==> src/hw/rtl/csvl_pkg.sv <==
`default_nettype none

package csvl_pkg;

    // Width of the internal byte offsets; offsets wrap at this width.
    localparam int OFFSET_BITS = 24;

    // Width of every offset, line and column field on the result port.
    localparam int FIELD_W = 24;

    // Result payload: start, end, error code, error line, error column.
    localparam int PAYLOAD_W = 4 * FIELD_W + 2;
    localparam int TDATA_W   = ((PAYLOAD_W + 7) / 8) * 8;
    localparam int PAD_W     = TDATA_W - PAYLOAD_W;

    // Depth of the queue between the classifier and the result stage.
    localparam int QUEUE_DEPTH = 4;
    localparam int QPTR_W      = $clog2(QUEUE_DEPTH);
    localparam int QCNT_W      = $clog2(QUEUE_DEPTH + 1);

    typedef logic [OFFSET_BITS-1:0] ofs_t;
    typedef logic [FIELD_W-1:0]     field_t;

    localparam field_t LC_MAX = '1;

    // Characters the lexer looks at.
    localparam logic [7:0] CH_QUOTE = 8'h22;
    localparam logic [7:0] CH_COMMA = 8'h2C;
    localparam logic [7:0] CH_DOT   = 8'h2E;
    localparam logic [7:0] CH_CR    = 8'h0D;
    localparam logic [7:0] CH_LF    = 8'h0A;
    localparam logic [7:0] CH_SPACE = 8'h20;
    localparam logic [7:0] CH_TAB   = 8'h09;
    localparam logic [7:0] CH_ZERO  = 8'h30;
    localparam logic [7:0] CH_NINE  = 8'h39;

    typedef enum logic [2:0] {
        TK_EMPTY      = 3'd0,
        TK_PLAIN      = 3'd1,
        TK_QUOTED     = 3'd2,
        TK_BOOLEAN    = 3'd3,
        TK_INTEGER    = 3'd4,
        TK_FLOAT      = 3'd5,
        TK_LINE_BREAK = 3'd6,
        TK_ERROR      = 3'd7
    } token_kind_t;

    typedef enum logic [1:0] {
        ERR_NONE         = 2'd0,
        ERR_QUOTE        = 2'd1,
        ERR_AFTER_QUOTE  = 2'd2,
        ERR_SPACE_AFTER  = 2'd3
    } err_code_t;

    typedef enum logic [3:0] {
        LM_NEW   = 4'd0,
        LM_UNQ   = 4'd1,
        LM_INQ   = 4'd2,
        LM_QIQ   = 4'd3,
        LM_T     = 4'd4,
        LM_TR    = 4'd5,
        LM_TRU   = 4'd6,
        LM_TRUE  = 4'd7,
        LM_F     = 4'd8,
        LM_FA    = 4'd9,
        LM_FAL   = 4'd10,
        LM_FALS  = 4'd11,
        LM_FALSE = 4'd12,
        LM_INT   = 4'd13,
        LM_FLT   = 4'd14,
        LM_ERR   = 4'd15
    } lex_mode_t;

    // One queued request: a field token or an error, and whether a
    // line-break token follows it.
    typedef struct packed {
        token_kind_t kind;
        field_t      field_start;
        field_t      field_end;
        err_code_t   code;
        field_t      line;
        field_t      column;
        logic        has_break;
    } job_t;

    typedef struct packed {
        logic full;
        logic empty;
    } queue_status_t;

endpackage

`default_nettype wire

==> src/hw/rtl/csvl_front.sv <==
`default_nettype none

module csvl_front (
    input  wire logic                    clk,
    input  wire logic                    rst_n,
    input  wire logic                    in_valid,
    output logic                         in_ready,
    input  wire logic                    command,
    input  wire logic [7:0]              data_byte,
    input  wire csvl_pkg::queue_status_t status,
    output logic                         push,
    output csvl_pkg::job_t               job
);

    csvl_pkg::lex_mode_t mode_reg, mode_next;
    csvl_pkg::ofs_t      origin_reg, origin_next;
    csvl_pkg::ofs_t      offset_reg, offset_next;
    csvl_pkg::field_t    line_reg, line_next;
    csvl_pkg::field_t    col_reg, col_next;
    logic                drop_reg, drop_next;

    logic                accept;
    logic                is_nl;
    logic                is_cr;
    logic                is_comma;
    logic                is_term;
    logic                is_blank;
    logic                emit_field;
    logic                emit_error;
    csvl_pkg::lex_mode_t char_mode;
    csvl_pkg::err_code_t char_code;
    csvl_pkg::field_t    line_inc;
    csvl_pkg::field_t    col_inc;

    function automatic csvl_pkg::lex_mode_t step_mode(csvl_pkg::lex_mode_t m,
                                                     logic [7:0] ch);
        csvl_pkg::lex_mode_t r;
        r = csvl_pkg::LM_UNQ;
        if (ch == csvl_pkg::CH_QUOTE) begin
            if (m == csvl_pkg::LM_NEW || m == csvl_pkg::LM_QIQ) r = csvl_pkg::LM_INQ;
            else if (m == csvl_pkg::LM_INQ) r = csvl_pkg::LM_QIQ;
            else r = csvl_pkg::LM_ERR;
        end
        else if (m == csvl_pkg::LM_INQ) r = csvl_pkg::LM_INQ;
        else if (m == csvl_pkg::LM_QIQ) r = csvl_pkg::LM_ERR;
        else if (ch == csvl_pkg::CH_SPACE || ch == csvl_pkg::CH_TAB) begin
            r = (m == csvl_pkg::LM_NEW) ? csvl_pkg::LM_NEW : csvl_pkg::LM_UNQ;
        end
        else if (ch inside {[csvl_pkg::CH_ZERO:csvl_pkg::CH_NINE]}) begin
            if (m == csvl_pkg::LM_NEW) r = csvl_pkg::LM_INT;
            else if (m == csvl_pkg::LM_INT || m == csvl_pkg::LM_FLT) r = m;
        end
        else if (ch == csvl_pkg::CH_DOT) begin
            if (m == csvl_pkg::LM_NEW || m == csvl_pkg::LM_INT) r = csvl_pkg::LM_FLT;
        end
        else if (m == csvl_pkg::LM_NEW && ch == "t") r = csvl_pkg::LM_T;
        else if (m == csvl_pkg::LM_T && ch == "r") r = csvl_pkg::LM_TR;
        else if (m == csvl_pkg::LM_TR && ch == "u") r = csvl_pkg::LM_TRU;
        else if (m == csvl_pkg::LM_TRU && ch == "e") r = csvl_pkg::LM_TRUE;
        else if (m == csvl_pkg::LM_NEW && ch == "f") r = csvl_pkg::LM_F;
        else if (m == csvl_pkg::LM_F && ch == "a") r = csvl_pkg::LM_FA;
        else if (m == csvl_pkg::LM_FA && ch == "l") r = csvl_pkg::LM_FAL;
        else if (m == csvl_pkg::LM_FAL && ch == "s") r = csvl_pkg::LM_FALS;
        else if (m == csvl_pkg::LM_FALS && ch == "e") r = csvl_pkg::LM_FALSE;
        return r;
    endfunction

    assign in_ready = !status.full;
    assign accept   = in_valid && in_ready;

    assign is_nl    = command || (data_byte == csvl_pkg::CH_LF);
    assign is_cr    = !command && (data_byte == csvl_pkg::CH_CR);
    assign is_comma = !command && (data_byte == csvl_pkg::CH_COMMA);
    assign is_term  = is_nl || (is_cr && mode_reg != csvl_pkg::LM_INQ) || is_comma;
    assign is_blank = (data_byte == csvl_pkg::CH_SPACE) || (data_byte == csvl_pkg::CH_TAB);

    assign char_mode = step_mode(mode_reg, data_byte);
    assign line_inc  = (line_reg == csvl_pkg::LC_MAX) ? line_reg : line_reg + 1'b1;
    assign col_inc   = (col_reg == csvl_pkg::LC_MAX) ? col_reg : col_reg + 1'b1;

    always_comb
    begin
        if (data_byte == csvl_pkg::CH_QUOTE) char_code = csvl_pkg::ERR_QUOTE;
        else if (is_blank) char_code = csvl_pkg::ERR_SPACE_AFTER;
        else char_code = csvl_pkg::ERR_AFTER_QUOTE;
    end

    // A byte counts only when the lexer is live and not skipping the byte
    // after a carriage return.
    assign emit_field = accept && mode_reg != csvl_pkg::LM_ERR && !drop_reg
                        && is_term && mode_reg != csvl_pkg::LM_INQ;
    assign emit_error = accept && mode_reg != csvl_pkg::LM_ERR && !drop_reg
                        && !is_term && char_mode == csvl_pkg::LM_ERR;

    // Next-state logic.
    always_comb
    begin
        mode_next   = mode_reg;
        origin_next = origin_reg;
        offset_next = offset_reg;
        line_next   = line_reg;
        col_next    = col_reg;
        drop_next   = drop_reg;
        if (accept && mode_reg != csvl_pkg::LM_ERR) begin
            if (drop_reg) begin
                drop_next   = 1'b0;
                offset_next = offset_reg + csvl_pkg::ofs_t'(1);
            end
            else if (is_term) begin
                offset_next = offset_reg + csvl_pkg::ofs_t'(1);
                if (is_nl || is_cr) begin
                    line_next = line_inc;
                    col_next  = csvl_pkg::field_t'(1);
                end
                else begin
                    col_next = col_inc;
                end
                if (mode_reg != csvl_pkg::LM_INQ) begin
                    origin_next = offset_reg
                                  + (is_cr ? csvl_pkg::ofs_t'(2) : csvl_pkg::ofs_t'(1));
                    mode_next   = csvl_pkg::LM_NEW;
                    drop_next   = is_cr;
                end
            end
            else if (char_mode == csvl_pkg::LM_ERR) begin
                mode_next = csvl_pkg::LM_ERR;
            end
            else begin
                if (mode_reg == csvl_pkg::LM_NEW && char_mode == csvl_pkg::LM_NEW) begin
                    origin_next = origin_reg + csvl_pkg::ofs_t'(1);
                end
                mode_next   = char_mode;
                col_next    = col_inc;
                offset_next = offset_reg + csvl_pkg::ofs_t'(1);
            end
        end
    end

    // Request toward the result stage.
    always_comb
    begin
        push            = emit_field || emit_error;
        job.kind        = csvl_pkg::TK_PLAIN;
        job.field_start = csvl_pkg::field_t'(origin_reg);
        job.field_end   = csvl_pkg::field_t'(offset_reg);
        job.code        = csvl_pkg::ERR_NONE;
        job.line        = '0;
        job.column      = '0;
        job.has_break   = is_nl || is_cr;
        if (emit_error) begin
            job.kind        = csvl_pkg::TK_ERROR;
            job.field_start = '0;
            job.field_end   = '0;
            job.code        = char_code;
            job.line        = line_reg;
            job.column      = col_reg;
            job.has_break   = 1'b0;
        end
        else begin
            case (mode_reg)
                csvl_pkg::LM_NEW:
                begin
                    job.kind      = csvl_pkg::TK_EMPTY;
                    job.field_end = csvl_pkg::field_t'(origin_reg);
                end
                csvl_pkg::LM_QIQ:
                begin
                    job.kind        = csvl_pkg::TK_QUOTED;
                    job.field_start = csvl_pkg::field_t'(origin_reg + csvl_pkg::ofs_t'(1));
                    job.field_end   = csvl_pkg::field_t'(offset_reg - csvl_pkg::ofs_t'(1));
                end
                csvl_pkg::LM_TRUE, csvl_pkg::LM_FALSE: job.kind = csvl_pkg::TK_BOOLEAN;
                csvl_pkg::LM_INT: job.kind = csvl_pkg::TK_INTEGER;
                csvl_pkg::LM_FLT: job.kind = csvl_pkg::TK_FLOAT;
                default: job.kind = csvl_pkg::TK_PLAIN;
            endcase
        end
    end

    always_ff @(posedge clk or negedge rst_n)
    begin
        if (!rst_n) begin
            mode_reg   <= csvl_pkg::LM_NEW;
            origin_reg <= '0;
            offset_reg <= '0;
            line_reg   <= csvl_pkg::field_t'(1);
            col_reg    <= csvl_pkg::field_t'(1);
            drop_reg   <= 1'b0;
        end
        else begin
            mode_reg   <= mode_next;
            origin_reg <= origin_next;
            offset_reg <= offset_next;
            line_reg   <= line_next;
            col_reg    <= col_next;
            drop_reg   <= drop_next;
        end
    end

`ifndef NO_ASSERTIONS
    // Once an error is reported the lexer never leaves the error mode.
    assert property (@(posedge clk) disable iff (!rst_n)
        mode_reg == csvl_pkg::LM_ERR |=> mode_reg == csvl_pkg::LM_ERR)
        else $error("lexer left the error mode");

    // A skipped byte after a carriage return always follows a line end.
    assert property (@(posedge clk) disable iff (!rst_n)
        drop_reg |-> mode_reg == csvl_pkg::LM_NEW)
        else $error("byte skip pending outside a new field");
`endif

endmodule

`default_nettype wire

==> src/hw/rtl/csvl_queue.sv <==
`default_nettype none

module csvl_queue (
    input  wire logic                    clk,
    input  wire logic                    rst_n,
    input  wire logic                    push,
    input  wire csvl_pkg::job_t          push_job,
    input  wire logic                    pop,
    output csvl_pkg::job_t               head,
    output csvl_pkg::queue_status_t      status
);

    csvl_pkg::job_t               entry_reg [csvl_pkg::QUEUE_DEPTH];
    logic [csvl_pkg::QPTR_W-1:0]  wr_ptr_reg, wr_ptr_next;
    logic [csvl_pkg::QPTR_W-1:0]  rd_ptr_reg, rd_ptr_next;
    logic [csvl_pkg::QCNT_W-1:0]  count_reg, count_next;

    localparam logic [csvl_pkg::QPTR_W-1:0] PTR_LAST =
        csvl_pkg::QPTR_W'(csvl_pkg::QUEUE_DEPTH - 1);

    assign head         = entry_reg[rd_ptr_reg];
    assign status.full  = (count_reg == csvl_pkg::QCNT_W'(csvl_pkg::QUEUE_DEPTH));
    assign status.empty = (count_reg == '0);

    always_comb
    begin
        wr_ptr_next = wr_ptr_reg;
        rd_ptr_next = rd_ptr_reg;
        count_next  = count_reg;
        if (push) begin
            wr_ptr_next = (wr_ptr_reg == PTR_LAST) ? '0 : wr_ptr_reg + 1'b1;
        end
        if (pop) begin
            rd_ptr_next = (rd_ptr_reg == PTR_LAST) ? '0 : rd_ptr_reg + 1'b1;
        end
        if (push && !pop) count_next = count_reg + 1'b1;
        else if (pop && !push) count_next = count_reg - 1'b1;
    end

    always_ff @(posedge clk or negedge rst_n)
    begin
        if (!rst_n) begin
            wr_ptr_reg <= '0;
            rd_ptr_reg <= '0;
            count_reg  <= '0;
        end
        else begin
            wr_ptr_reg <= wr_ptr_next;
            rd_ptr_reg <= rd_ptr_next;
            count_reg  <= count_next;
        end
    end

    always_ff @(posedge clk)
    begin
        if (push) begin
            entry_reg[wr_ptr_reg] <= push_job;
        end
    end

`ifndef NO_ASSERTIONS
    assert property (@(posedge clk) disable iff (!rst_n)
        !(push && status.full && !pop))
        else $error("request written into a full queue");

    assert property (@(posedge clk) disable iff (!rst_n)
        !(pop && status.empty))
        else $error("request taken from an empty queue");
`endif

endmodule

`default_nettype wire

==> src/hw/rtl/csvl_back.sv <==
`default_nettype none

module csvl_back (
    input  wire logic                         clk,
    input  wire logic                         rst_n,
    input  wire csvl_pkg::job_t               head,
    input  wire csvl_pkg::queue_status_t      status,
    output logic                              pop,
    output logic                              out_valid,
    input  wire logic                         out_ready,
    output logic [csvl_pkg::TDATA_W-1:0]      out_data,
    output logic [2:0]                        out_kind,
    output logic                              out_last
);

    logic                             valid_reg, valid_next;
    logic                             break_reg, break_next;
    logic [csvl_pkg::TDATA_W-1:0]     data_reg, data_next;
    csvl_pkg::token_kind_t            kind_reg, kind_next;
    logic                             last_reg, last_next;
    logic                             load;

    assign load = !valid_reg || out_ready;
    assign pop  = load && !break_reg && !status.empty;

    always_comb
    begin
        valid_next = valid_reg;
        break_next = break_reg;
        data_next  = data_reg;
        kind_next  = kind_reg;
        last_next  = last_reg;
        if (load) begin
            if (break_reg) begin
                valid_next = 1'b1;
                break_next = 1'b0;
                data_next  = '0;
                kind_next  = csvl_pkg::TK_LINE_BREAK;
                last_next  = 1'b1;
            end
            else if (!status.empty) begin
                valid_next = 1'b1;
                break_next = head.has_break;
                data_next  = {{csvl_pkg::PAD_W{1'b0}}, head.column, head.line,
                              head.code, head.field_end, head.field_start};
                kind_next  = head.kind;
                last_next  = !head.has_break;
            end
            else begin
                valid_next = 1'b0;
            end
        end
    end

    assign out_valid = valid_reg;
    assign out_data  = data_reg;
    assign out_kind  = kind_reg;
    assign out_last  = last_reg;

    always_ff @(posedge clk or negedge rst_n)
    begin
        if (!rst_n) begin
            valid_reg <= 1'b0;
            break_reg <= 1'b0;
        end
        else begin
            valid_reg <= valid_next;
            break_reg <= break_next;
        end
    end

    always_ff @(posedge clk)
    begin
        data_reg <= data_next;
        kind_reg <= kind_next;
        last_reg <= last_next;
    end

`ifndef NO_ASSERTIONS
    // A pending line break always sits behind a field token on the port.
    assert property (@(posedge clk) disable iff (!rst_n)
        break_reg |-> valid_reg && !last_reg)
        else $error("line break pending without a field token shown");
`endif

endmodule

`default_nettype wire

==> src/hw/rtl/csv_token_lexer.sv <==
`default_nettype none

// CSV tokenizer that takes one byte per cycle on the input stream and emits
// one token per comma or line end, plus a line-break token after each line
// end. An input request is a data byte in s_tdata, or an end marker
// (s_tuser high) that acts as a final newline. A carriage return outside
// quotes ends the line and the byte after it is skipped. Each field token
// carries its kind (empty, plain, quoted, boolean, integer, float) and its
// start and end byte offsets, the end being just past the field data with
// quotes excluded. A malformed quote gives a single error token with line and
// column; after that every input is taken and dropped until reset.
// Rate: the classifier accepts a byte in every cycle while the four-entry
// request queue has room, and the result register delivers one token per
// cycle while the receiver is ready, so a line end yields two tokens; with
// short lines the sustained rate is set by the result port, about one byte
// per cycle otherwise. A request passes from the classifier into the queue
// and from the queue into the output register. Leading blanks before a
// field are skipped; trimming of the whole text is the feeder's job. No
// clearing pass is needed after reset.
module csv_token_lexer (
    input  wire logic                         clk,
    input  wire logic                         rst_n,
    input  wire logic                         s_tvalid,
    output logic                              s_tready,
    input  wire logic [7:0]                   s_tdata,  // [7:0] data_byte
    input  wire logic                         s_tuser,  // [0] command (1 = end of input)
    output logic                              m_tvalid,
    input  wire logic                         m_tready,
    // [23:0] field_start, [47:24] field_end, [49:48] error_code,
    // [73:50] error_line, [97:74] error_column, upper bits zero
    output logic [csvl_pkg::TDATA_W-1:0]      m_tdata,
    output logic [2:0]                        m_tuser,  // [2:0] token_kind
    output logic                              m_tlast
);

    csvl_pkg::queue_status_t status;
    csvl_pkg::job_t          push_job;
    csvl_pkg::job_t          head;
    logic                    push;
    logic                    pop;

    // Classifier: keeps the lexer state and turns bytes into token requests.
    csvl_front u_front (
        .clk       (clk),
        .rst_n     (rst_n),
        .in_valid  (s_tvalid),
        .in_ready  (s_tready),
        .command   (s_tuser),
        .data_byte (s_tdata),
        .status    (status),
        .push      (push),
        .job       (push_job)
    );

    // Short queue so the input side keeps running while results stall.
    csvl_queue u_queue (
        .clk      (clk),
        .rst_n    (rst_n),
        .push     (push),
        .push_job (push_job),
        .pop      (pop),
        .head     (head),
        .status   (status)
    );

    // Result stage: one token per cycle while the receiver is ready, line break after a line-end token.
    csvl_back u_back (
        .clk       (clk),
        .rst_n     (rst_n),
        .head      (head),
        .status    (status),
        .pop       (pop),
        .out_valid (m_tvalid),
        .out_ready (m_tready),
        .out_data  (m_tdata),
        .out_kind  (m_tuser),
        .out_last  (m_tlast)
    );

endmodule

`default_nettype wire

==> config.mk <==
export PLATFORM = sky130hd
export DESIGN_NAME = csv_token_lexer
export DESIGN_NICKNAME = d
export VERILOG_FILES = /design/src/hw/rtl/csvl_pkg.sv /design/src/hw/rtl/csvl_front.sv /design/src/hw/rtl/csvl_queue.sv /design/src/hw/rtl/csvl_back.sv /design/src/hw/rtl/csv_token_lexer.sv
export SDC_FILE = /design/constraint.sdc
export NUM_CORES = 1
export LEC_CHECK = 0
export BUFFER_PORTS_ARGS = -buffer_cell sky130_fd_sc_hd__buf_4
export CAP_MARGIN = 10
export CORE_ASPECT_RATIO = 1.25
export CORE_UTILIZATION = 40
export DETAILED_ROUTE_END_ITERATION = 8
export PLACE_DENSITY = 0.55
export REMOVE_ABC_BUFFERS = 1
export SLEW_MARGIN = 20
export SYNTH_ARGS = -nofsm -noshare
export SYNTH_HDL_FRONTEND = slang
export SYNTH_SLANG_ARGS = --single-unit
==> constraint.sdc <==
create_clock -name clk -period 10.75 [get_ports clk]
set_clock_uncertainty 0.05 [all_clocks]
set_input_delay 1.6125 -clock clk [delete_from_list [all_inputs] [get_ports clk]]
set_output_delay 1.6125 -clock clk [all_outputs]
set_load 0.01 [all_outputs]
======== Word-level counts from Yosys, hierarchy flattened ========
Memories as Yosys holds them, arrays and structs flattened.
Cells that the tools add are included.
operators by class
  $add $sub $neg .......................... 10
  multiply operators ...................... 0
  div/mod/pow operators ................... 0
  magnitude comparators ................... 2
  equality and inequality tests ........... 40
  shift operators ......................... 0
  mux-type cells .......................... 59
  bitwise gates (word level) .............. 2
  reduce and logical (&&, ||, !) cells .... 57
operators by type and width
  operator                                                                             number
  24-bit two-way mux                                                                   12
  51-bit two-way mux                                                                   2
  98-bit two-way mux                                                                   1
  24-bit by 1-bit adder with 24-bit output, second input constant                      4
  4-bit two-way mux                                                                    23
  8-bit by 7-bit == test with 1-bit output, second input constant                      8
  24-bit == test, second input constant                                                2
  24-bit case mux with 2 select lines                                                  1
  4-bit == test, second input constant                                                 8
  8-bit by 6-bit == test with 1-bit output, second input constant                      4
  1-bit logical AND                                                                    25
  24-bit adder                                                                         1
  8-bit by 4-bit == test with 1-bit output, second input constant                      3
  24-bit by 1-bit subtractor with 24-bit output, second input constant                 1
  4-bit by 3-bit == test with 1-bit output, second input constant                      4
  3-bit case mux with 5 select lines                                                   1
  1-bit two-way mux                                                                    12
  1-bit zero test                                                                      10
  1-bit logical OR                                                                     10
  5-bit AND reduction                                                                  2
  3-bit two-way mux                                                                    3
  4-bit by 2-bit == test with 1-bit output, second input constant                      2
  8-bit by 6-bit greater-or-equal comparator with 1-bit output, second input constant  1
  8-bit by 6-bit <= comparator with 1-bit output, second input constant                1
  other kinds (18)                                                                     29
word-level totals
  flip-flop bits (word level) ............. 212
  bits in latches ......................... 0
  bits in writable memories ............... 408
  memory bits (read-only) ................. 0
  input bits .............................. 13
  output and inout port bits .............. 110
  word-level logic and storage cells ...... 185
  memories kept ........................... 1
memory list
  memory             depth  bits a word  rd ports  clocked after memory_dff  write ports  line              source
  u_queue.entry_reg  4      102          1         0                         1            csvl_queue.sv:13  csvl_pkg::job_t entry_reg [csvl_pkg::QUEUE_DEPTH];

======== Longest topological paths before layout ========
  word-level depth ........................ 24
  mapped depth ............................ 15
  gate-level depth less buffers ........... 13

======== Hierarchy ========
From an unflattened synthesis, not the netlist that was laid out.
unflattened totals
  cells, all modules ...................... 1874
  area total of the unflattened synthesis .. 27422.6 um^2
modules (own cells, without submodules)
  module      instances  cells an instance  area each (um^2)  seq. area each (um^2)
  csvl_queue  1          570                15188.3           12426.9
  csvl_front  1          1073               8315.5            2529.9
  csvl_back   1          231                3918.8            3113.0

======== Worst setup path before layout ========
No wires, ideal clock.
  path type ............................... input port to flip-flop
  start point ............................. in s_tdata[4]
  end point ............................... mem u_queue.entry_reg[0][0] in the netlist's numbering (enable)
  setup time .............................. 0.472 ns
  data arrival time ....................... 6.277 ns
  required time ........................... 10.228 ns
  setup slack ............................. 3.950 ns
  stages on the path ...................... 10
  buffers on the path ..................... 2
  cells stage by stage .................... buf_6 > or4b_1 > buf_2 > or4_4 > o211ai_2 > o311ai_1 > a211oi_2 > nand3_1 > a21oi_2 > and2_1
on the way
  cells in the longest elaborated chain, start to end .. 22
  elaborated cells on any way between the ends .. 58
  those cells by class .................... order compare: 2; eq/ne: 16; mux: 17; reduce/logical: 23
ends and longest elaborated chain
  element                                    line                                source
  from (decl)                                csv_token_lexer.sv:25               input wire logic [7:0] s_tdata,
  8-bit by 7-bit == test with 1-bit output   csvl_front.sv:59, csvl_front.sv:64
  1-bit logical AND                          csvl_front.sv:64                    else if (m == csvl_pkg::LM_FALS && ch == "e") r = csvl_pkg::LM_FALSE;
  4-bit two-way mux                          csvl_front.sv:64
  4-bit two-way mux                          csvl_front.sv:63                    else if (m == csvl_pkg::LM_FAL && ch == "s") r = csvl_pkg::LM_FALS;
  4-bit two-way mux                          csvl_front.sv:62                    else if (m == csvl_pkg::LM_FA && ch == "l") r = csvl_pkg::LM_FAL;
  4-bit two-way mux                          csvl_front.sv:61                    else if (m == csvl_pkg::LM_F && ch == "a") r = csvl_pkg::LM_FA;
  4-bit two-way mux                          csvl_front.sv:60                    else if (m == csvl_pkg::LM_NEW && ch == "f") r = csvl_pkg::LM_F;
  4-bit two-way mux                          csvl_front.sv:59                    else if (m == csvl_pkg::LM_TRU && ch == "e") r = csvl_pkg::LM_TRUE;
  [... 7 more ...]                           n/a
  4-bit two-way mux                          csvl_front.sv:44                    else if (m == csvl_pkg::LM_INQ) r = csvl_pkg::LM_INQ;
  4-bit two-way mux                          csvl_front.sv:39                    if (ch == csvl_pkg::CH_QUOTE) begin
  4-bit == test                              csvl_front.sv:93                    && !is_term && char_mode == csvl_pkg::LM_ERR;
  1-bit logical AND                          csvl_front.sv:93
  1-bit logical OR *                         csvl_front.sv:142                   push = emit_field || emit_error;
  net push                                   csv_token_lexer.sv:39               logic push;
  1-bit two-way mux *                        csvl_queue.sv:56                    if (push) begin
  1-bit two-way mux (not written as such) *  csvl_queue.sv:57                    entry_reg[wr_ptr_reg] <= push_job;
  to (decl)                                  csvl_queue.sv:13
The timed path passes the listed nets; every way through them passes the cells marked *.

======== Final worst setup path ========
  start point ............................. in s_tdata[0]
  end point ............................... mem u_queue.entry_reg[3][76] in the netlist's numbering (enable)
Same word-level chain as after synthesis.

==> flow_summary.toml <==
[setup_path]
worst_path_max_delay_cell = "a2111oi_1"
critPathMostFrequentCell = "buf_4"
path_buf_inv = 3
worst_setup_path_start_kind = "input port"
cp_slowest_stage_delay_ns = 0.88
crit_family = "compound AO/OA/AOI/OAI gates"
crit_type = "in -> reg"
worst-path-max-fanout = 63
crit_required_ns = 10.94
crit_path_cell_trace = "buf_4 > or3b_2 > a2111oi_1 > nor4_1 > o31a_2 > a211oi_2 > nand3_1 > buf_4 > a21oi_2 > and2_4 > buf_4"
end_kind = "flip-flop"
arrival_ns = 6.05

[timing]
hold_slack_ns = 0.4477
max_slew_margin = 0.2496
timing.final.crit_share = 0.5457
rsz0062_at_grt = "false"
setup_viol = 0
final-hold-violation-count = 0
finalCriticalPeriod_ns = 5.867
slew_violations = 0
worst_slack_ns = 4.884
worstMarginPinSlew_ns = 1.126
setup_tns_ns = 0
fmax_ghz = 0.1705

[floorplan]
dieArea_um2 = 69310
core_um2 = 67240
rows = 106
die_x_um = 235.7
die_y_um = 294.1
initial_utilization = 0.4060
io_pins = 123

[synth]
syn_inst = 1900
yosys.area.top_type_share = 0.5610
ys_seq_elements = 620
ys.warnings.count = 0
yosys-top-cells-count = "edfxtp_1 (510), nor2_1 (137), dfrtp_1 (108)"
synth-edff-count = 510
synth_largest_area_cell = "edfxtp_1"
synthTopCellsByArea = "edfxtp_1 (56%), dfrtp_1 (9.9%), mux4_2 (8.4%), nor2b_1 (2.4%), nor2_1 (1.9%)"
syn_area_um2 = 27300
synth_async_sr_flop_share = 0.1774
ys.flop_type = "edfxtp_1"
synth_seq_area_share = 0.6619
synthMostInstantiatedCell = "edfxtp_1"
avgSynthCellArea_um2 = 14.37
synth_cell_types = 88

[layout]
area_delta_synth_final_pct = 13.29
final_area_um2 = 30930
largest_reg_flops = 408
diodes = 0
drive_gt1_frac = 0.1919
fin_nets = 2010
layout.cells.non_filler = 2896

[global_route]
grt_pass1_wl_um = 97920
grt_max_degree = 79
busiest_layer = "met2"
met3_usage = 0.02636
globalRouteTotalUtil = 0.1840
grt_util_met1 = 0.2326
antenna_found_initial = 3
use_met2 = 0.3283
grt_overflow = 0
grt_pass1_vias = 16470

[clock_tree]
cts_buffers = 59
clk_pin_slew_ns = 0.06
clock_latency_ns = 0.62
cts_tree = "done"
cts.repair.resized = 0
cts_setup_buffers = 0
cts_hold_buf = 0
htree_levels = 2
cts_root_buffer = "clkbuf_16"
clk_path_buf_depth = 3
clock-sinks = 620

[route]
drc_errors = 0
drt_iter0_markers = 1070
routed_wl_um = 63370
vias = 16000
drtAntennaViolNets = 0
via_per_inst = 5.525
drt_pass1_iterations = 5
drt-wirelength-per-cell_um = 21.88

[worst_hold_path]
hold_path.class = "reg -> reg"

[outcome]
status = "finished clean"

[pwr]
p_leak_nw = 10.85
power_density_nw_per_um2 = 250.8
ir_worst_vdd_mv = 0.1353

[placed_design]
portBuffers = 116
routabilityCongestion = 0.8337
postPlaceCellArea_um2 = 28970
dp_hpwl_um = 39510
dpl.cell_count = 2785
pre_cts_ws_ns = 4.186

[run]
maxCapViolCount = 0
[metal layers]
layer | vias to the layer above | share of wire
met5 | - | 0
met4 | 0 | 0.022
met3 | 86 | 0.039
met2 | 327 | 0.52
met1 | 8222 | 0.42
li1 | 7365 | -
[cells in the final DEF, fill, tap and decap left out, drive strengths merged, types with 7 or more instances in the layout]
master and count:
nor4 13, xor2 58, nor2b 104, clkbuf 80
nand3 65, nand2 106, o31ai 11, a21oi 63
nor3 56, buf 142, a31oi 29, nor2 138
edfxtp 510, nand4 17, dfrtp 108, nand2b 12
xnor2 39, or3 11, a222oi 10, or2 8
inv 28, and2 52, clkinv 19, and3 28
or4 7, o22ai 7, a22o 11, mux4 102
o21ai 67, mux2 8, ha 13
[area by class of cell]
type                            instances  area (um2)
Clock buffer                           80        1655
Clock inverter                         31       295.3
Fill cell                            5910       36310
Inverter                               26       97.59
Multi-Input combinational cell       1133        8653
Sequential cell                       620       18080
Tap cell                              864        1081
Timing Repair Buffer                  142        1066
[logic make-up (layout without fill, tap and decap cells)]
logic type,count (synthesis),after routing,share of synthesized area
AOI/OAI and AO/OA,251,251,0.06100
xor gates and xnor gates,97,97,0.03112
adders and majority gates,15,15,0.007425
buffers and inverters,152,279,0.02397
DFF,620,620,0.6619
muxes,113,113,0.08868
other,1,6,0.0001374
and+or+nand+nor,651,651,0.1258
[power by group]
group / switching (mW) / internal, mW
clock network: 0.907 / 1.18
registers: 0.350 / 3.28
logic: 1.10 / 0.953
[final timing paths]
kind	start	end	slack [ns]	depth (start not counted)
min	u_front.line_reg[14]	u_front.line_reg[14]	0.45	1
max reg2reg	u_front.mode_reg[1]	u_queue.entry_reg[3][76]	5.52	11
max	s_tdata[0]	u_queue.entry_reg[3][76]	4.88	11
max in group asynchronous	rst_n	u_queue.rd_ptr_reg[0]	8.14	2
min reg2reg	u_front.line_reg[14]	u_front.line_reg[14]	0.45	1
min in group asynchronous	rst_n	u_back.break_reg	1.00	1
[stage by stage]
stage | utilization | power, mW
after floorplan | - | 4.981
after global placement | 0.4309 | 5.740
after detailed placement | 0.4309 | 5.788
after CTS | 0.4599 | 7.888
after global routing | 0.4600 | 8.162
final | 0.4600 | 7.758
(Power assumes the default switching activity.)
